## src/k_way_merge_sorted_queue_macros.svh

```systemverilog
// Assertion macros used by the merge queue datapath.
`ifndef K_WAY_MERGE_SORTED_QUEUE_MACROS_SVH
`define K_WAY_MERGE_SORTED_QUEUE_MACROS_SVH

// Consequent must hold in the same cycle as the antecedent.
`define KWM_ASSERT_IMPLY(label, clk, rst_n, ante, cons, msg) \
    label: assert property (@(posedge clk) disable iff (!rst_n) (ante) |-> (cons)) \
        else $error(msg);

// Consequent must hold in the cycle after the antecedent.
`define KWM_ASSERT_NEXT(label, clk, rst_n, ante, cons, msg) \
    label: assert property (@(posedge clk) disable iff (!rst_n) (ante) |=> (cons)) \
        else $error(msg);

`endif

```

## src/kwm_pkg.sv

```systemverilog
package kwm_pkg;

    localparam int WAYS   = 128;
    localparam int IDX_W  = (WAYS > 1) ? $clog2(WAYS) : 1;
    localparam int CNT_W  = $clog2(WAYS + 1);
    localparam int KEY_W  = 54;
    localparam int WAY_W  = 7;
    localparam int OCC_W  = 8;
    localparam int STAT_W = 2;
    localparam int ENT_W  = KEY_W + WAY_W;

    localparam logic CMD_INSERT = 1'b0;
    localparam logic CMD_POP    = 1'b1;

    localparam logic [STAT_W-1:0] ST_INSERTED = 2'd0;
    localparam logic [STAT_W-1:0] ST_POPPED   = 2'd1;
    localparam logic [STAT_W-1:0] ST_FULL     = 2'd2;
    localparam logic [STAT_W-1:0] ST_EMPTY    = 2'd3;

    // Commands from the controller to the datapath.
    typedef struct packed {
        logic latch;
        logic srch_rd;
        logic srch_cmp;
        logic shf_rd;
        logic shf_wr;
        logic ins_wr;
        logic pop_rd;
        logic pop_out;
        logic res_full;
        logic res_empty;
    } ctrl_cmd_t;

    // Status from the datapath to the controller.
    typedef struct packed {
        logic full;
        logic empty;
        logic srch_done;
        logic shf_done;
        logic shf_last;
    } dp_stat_t;

endpackage

```

## src/kwm_ctrl.sv

```systemverilog
module kwm_ctrl (
    input  logic               clk,
    input  logic               rst_n,
    input  logic               start,
    input  logic               command,
    input  kwm_pkg::dp_stat_t  stat,
    output kwm_pkg::ctrl_cmd_t cmd,
    output logic               busy
);
    import kwm_pkg::*;

    typedef enum logic [7:0] {
        S_IDLE     = 8'b0000_0001,
        S_SRCH_RD  = 8'b0000_0010,
        S_SRCH_CMP = 8'b0000_0100,
        S_SHF_RD   = 8'b0000_1000,
        S_SHF_WR   = 8'b0001_0000,
        S_INS_WR   = 8'b0010_0000,
        S_POP_RD   = 8'b0100_0000,
        S_POP_OUT  = 8'b1000_0000
    } state_t;

    state_t state_reg, state_next;

    always_comb
    begin
        state_next = state_reg;
        cmd        = '0;
        unique case (state_reg)
            S_IDLE:
            begin
                if (start)
                begin
                    cmd.latch = 1'b1;
                    if (command == CMD_POP)
                    begin
                        if (stat.empty)
                        begin
                            cmd.res_empty = 1'b1;
                        end
                        else
                        begin
                            state_next = S_POP_RD;
                        end
                    end
                    else
                    begin
                        if (stat.full)
                        begin
                            cmd.res_full = 1'b1;
                        end
                        else
                        begin
                            state_next = S_SRCH_RD;
                        end
                    end
                end
            end
            S_SRCH_RD:
            begin
                if (stat.srch_done)
                begin
                    state_next = stat.shf_done ? S_INS_WR : S_SHF_RD;
                end
                else
                begin
                    cmd.srch_rd = 1'b1;
                    state_next  = S_SRCH_CMP;
                end
            end
            S_SRCH_CMP:
            begin
                cmd.srch_cmp = 1'b1;
                state_next   = S_SRCH_RD;
            end
            S_SHF_RD:
            begin
                cmd.shf_rd = 1'b1;
                state_next = S_SHF_WR;
            end
            S_SHF_WR:
            begin
                cmd.shf_wr = 1'b1;
                state_next = stat.shf_last ? S_INS_WR : S_SHF_RD;
            end
            S_INS_WR:
            begin
                cmd.ins_wr = 1'b1;
                state_next = S_IDLE;
            end
            S_POP_RD:
            begin
                cmd.pop_rd = 1'b1;
                state_next = S_POP_OUT;
            end
            S_POP_OUT:
            begin
                cmd.pop_out = 1'b1;
                state_next  = S_IDLE;
            end
            default:
            begin
                state_next = S_IDLE;
            end
        endcase
    end

    always_ff @(posedge clk or negedge rst_n)
    begin
        if (!rst_n)
        begin
            state_reg <= S_IDLE;
        end
        else
        begin
            state_reg <= state_next;
        end
    end

    assign busy = (state_reg != S_IDLE);

endmodule

```

## config.mk

```make
export PLATFORM = sky130hd
export DESIGN_NAME = kwm_ctrl
export DESIGN_NICKNAME = d
export VERILOG_FILES = /design/src/k_way_merge_sorted_queue_macros.svh /design/src/kwm_pkg.sv /design/src/kwm_ctrl.sv
export SDC_FILE = /design/constraint.sdc
export NUM_CORES = 1
export LEC_CHECK = 0
export BUFFER_PORTS_ARGS = -buffer_cell sky130_fd_sc_hd__buf_2
export CORE_MARGIN = 10
export CORE_UTILIZATION = 35
export CTS_CLUSTER_SIZE = 30
export DETAILED_ROUTE_END_ITERATION = 7
export PLACE_DENSITY = 0.64
export SKIP_LAST_GASP = 1
export SYNTH_ARGS = -nofsm -noshare
export SYNTH_HDL_FRONTEND = slang
export SYNTH_SLANG_ARGS = --single-unit
```

## constraint.sdc

```tcl
create_clock -name clk -period 1.4 [get_ports clk]
set_input_delay 0.14 -clock clk [delete_from_list [all_inputs] [get_ports clk]]
set_output_delay 0.14 -clock clk [all_outputs]
set_load 0.03 [all_outputs]
```

---- Word level (Yosys, flattened, before mapping) ----
Cells that the tools add are included.
word-level totals
  register bits after elaboration ......... 8
  bits in latches ......................... 0
  bits in writable memories ............... 0
  bits in read-only memories .............. 0
  logic and storage cells ................. 38
  memories kept ........................... 0
operators by class
  add/subtract/negate cells ............... 0
  multipliers ............................. 0
  divide/modulo/power cells ............... 0
  order comparisons ....................... 0
  equality and inequality tests ........... 12
  shift operators ......................... 0
  mux-type cells .......................... 24
  bitwise gates (word level) .............. 0
  reduce and logical (&&, ||, !) cells .... 1
operators by type and width
  kind                number
  $pmux 8 s6          1
  $mux 8              4
  $mux 6              3
  $mux 1              14
  $eq 8x1->1 const B  1
  $eq 8x2->1 const B  1
  $eq 8x3->1 const B  1
  $eq 8x4->1 const B  1
  $eq 8x5->1 const B  1
  $eq 8x6->1 const B  1
  $eq 8x7->1 const B  1
  $eq 8x8->1 const B  1
  $ne 8x1->1 const B  1
  $ne 3x3->1 const B  2
  $mux 2              2
  $reduce_and 3->1    1
  $ne 2x2->1 const B  1

---- Depth between registers and ports, before layout ----
  word-level depth ........................ 4
  depth in mapped cells ................... 5
  depth with buffers taken out ............ 5

---- Least setup slack after synthesis ----
OpenSTA, ideal clock, no wires.
  path type ............................... reg2out
  start ................................... register state_reg[1]
  end ..................................... output cmd[6] in the netlist's numbering
  arrival time ............................ 1.624 ns
  required time ........................... 1.260 ns
  slack ................................... -0.364 ns
  stages on the path, launching flop included .. 4
  buffers on the path ..................... 0
  path through ............................ dfrtp_1 nor4_4 nand2_2 nor3b_1
RTL lines
  item                    line             RTL
  from (decl)             kwm_ctrl.sv:23   state_t state_reg, state_next;
  from (signal assigned)  kwm_ctrl.sv:116  state_reg <= state_next;
  to (decl)               kwm_ctrl.sv:7    output kwm_pkg::ctrl_cmd_t cmd,

==> impl_metrics.ini <==
[outcome]
status = complete, but fails checks
violations = setup timing

[placed_design]
numPortBuffers = 19
hpwl_um = 1140
dpl_cell_area_um2 = 776
place_congestion = 0.803

[clock_tree]
clk_path_buf_depth = 2
clkLatencyLatePin_ps = 250
cts_tree = built
clock_sink_count = 8
cts_root_buffer = clkbuf_4
cts.clk_slew.worst_paths_ps = 60
numCtsBuffers = 3
htreeDepth = 1

[power]
vdd_drop_max_mv = 0.883
p_per_area_nw_per_um2 = 1690
power_w = 0.00164
p_leak_nw = 0.495

[yosys]
ys_top_cells_by_area = dfrtp_1 34%, nor4_4 8.4%, nor2_1 6.7%, dfstp_2 5.2%, nand2_1 5.2%
synth_area_leader_cell = dfrtp_1
synth_top_family_by_area = simple AND/OR/NAND/NOR gates
yosysSeqAreaShare_pct = 39.7
synth_top_area_share_pct = 34.5
synth_cell_type_count = 23
synth_xor_area_share_pct = 1.72
synth_compound_area_share_pct = 7.88
synthesis.area_um2 = 508
synthAdderAreaFrac_pct = 0
synth_fp_nets = 64
synthCells = 55
avgSynthCellArea_um2 = 9.24
ys_ff_latch = 8
synthMuxAreaShare_pct = 0
ys_warn_count = 0
yosys.area_share.simple_pct = 46.3

[critical_path]
startpoint_type = register
crit_fanout = 3
critPathCaptureType = output pin
critPathRequiredTime_ps = 1260
critPathKind = register to output pin
critPathArrivalTime_ps = 1590

[global_route]
grt_pass1_vias = 591
antenna_found_initial = 0
grt_pass1_wl_um = 2610
track_usage_pct = 9.59
grt_overflow = 0
grt_max_degree = 9

[cells_and_area]
multi_input_area_um2 = 345
final_layout_size_suffix_gt1_share_pct = 63.4
layout_common_cells = 20 x buf_4, 13 x buf_6, 8 x buf_2
nets = 111
largest_reg_flops = 8
layout_commonest_cell = buf_4
n_antenna_cell = 0
utilization_pct = 72.6
fill_cells = 108
layout.area.seq_um2 = 204
design_area_um2 = 968
area_delta_synth_final_pct = 90.6

[die]
fp.dieArea_um2 = 3380
die_h_um = 58.1
die_x_um = 58.1
io_pins = 20
initial_utilization_pct = 38.1
coreArea_um2 = 1330
rows = 13

[route]
drt-total-wl_um = 1470
drcViolationCount = 0
drt_iter0_markers = 3
via_count = 564
via_per_inst = 4.86
ant_nets = 0
wl_per_cell_um = 12.7
first_pass_iters = 4

[sta]
worst_slew_pin_slew_ps = 335
max_freq_mhz = 579
max-slew-margin-rel_pct = 77.5
hold_slack_ps = 118
hold_violations = 0
fin_crit_sh_pct = 123
period_needed_ps = 1730
final.setup.worst_slack_ps = -328
rsz0062_at_grt = true
finalSetupViolCount = 16
tns_ps = -3530
maxSlewViolCount = 0
skew_ps = 12.5

[hold_path]
worstHoldPathType = primary input to register

[run]
drv_cap = 0
==> power breakdown <==
part / leakage (nW) / switching, W / internal, W
clock network: 0.0150 / 0.0000815 / 0.000109
logic: 0.376 / 0.000534 / 0.000556
registers: 0.104 / 0.0000633 / 0.000293
==> per-layer routing <==
layer / up-vias / global-route usage [%] / part of all wire, %
met5: - / 0 / 0
met4: 0 / 6.04 / 0.81
met3: 2 / 2.40 / 5.4
met2: 12 / 15.6 / 51
met1: 264 / 10.8 / 43
li1: 286 / - / -
==> cell usage after synthesis, drive strengths merged <==
cell / number
nand2b: 1
o21a: 1
nand3: 3
dfstp: 1
nor4: 2
and4b: 3
nor2b: 2
dfrtp: 7
a32o: 1
nor3b: 4
nand2: 8
inv: 6
a31o: 1
o2111ai: 1
a21oi: 1
nor2: 10
xor2: 1
nand4b: 2
==> cells by family after synthesis <==
logic type,count (synthesis)
compound gates,5
xor+xnor,1
buf+inv,6
flops,8
simple gates,35
==> timing repair <==
| item | CTS | global route |
|---|---|---|
| gates cloned | 0 | 0 |
| pin swaps | 11 | 6 |
| setup endpoints to repair | 15 | 17 |
| hold endpoints to repair | 8 | 0 |
| resized for setup | 26 | 3 |
| hold buffers | 1 | 0 |
| setup buffers | 10 | 3 |
==> worst max-delay path, stage by stage (launching register included) <==
cell	delay, ps
dfrtp_2	430
buf_4	150
nor2_1	160
and4b_4	290
nand2_4	80
nor2_4	90
buf_6	130
==> cell type report <==
type                       instances  area share [%]
clock buffer                       4            2.71
inverter                           6            2.84
multi-input combinational         41            35.7
sequential                         8            21.1
tap                               15            1.94
timing repair buffer              42            35.8
==> per-stage QoR <==
stage / cells / setup slack [ps]
final: 116 / -328
after global routing: 116 / -410
after CTS: 116 / -358
after detailed placement: 102 / -95.8
after global placement: 102 / -77.0
after floorplan: 55 / -104
==> path summary, 6_finish.rpt <==
path,start,end,slack (ps),depth (start not counted)
setup / recovery,state_reg[6],cmd[1],-330,6
hold / removal,stat[2],state_reg[2],120,2
setup reg to reg,state_reg[1],state_reg[5],-170,7
hold reg to reg,state_reg[2],state_reg[4],640,2
max in group asynchronous,rst_n,state_reg[0],890,2
min in group asynchronous,rst_n,state_reg[7],260,2
(Power assumes the default switching activity.)
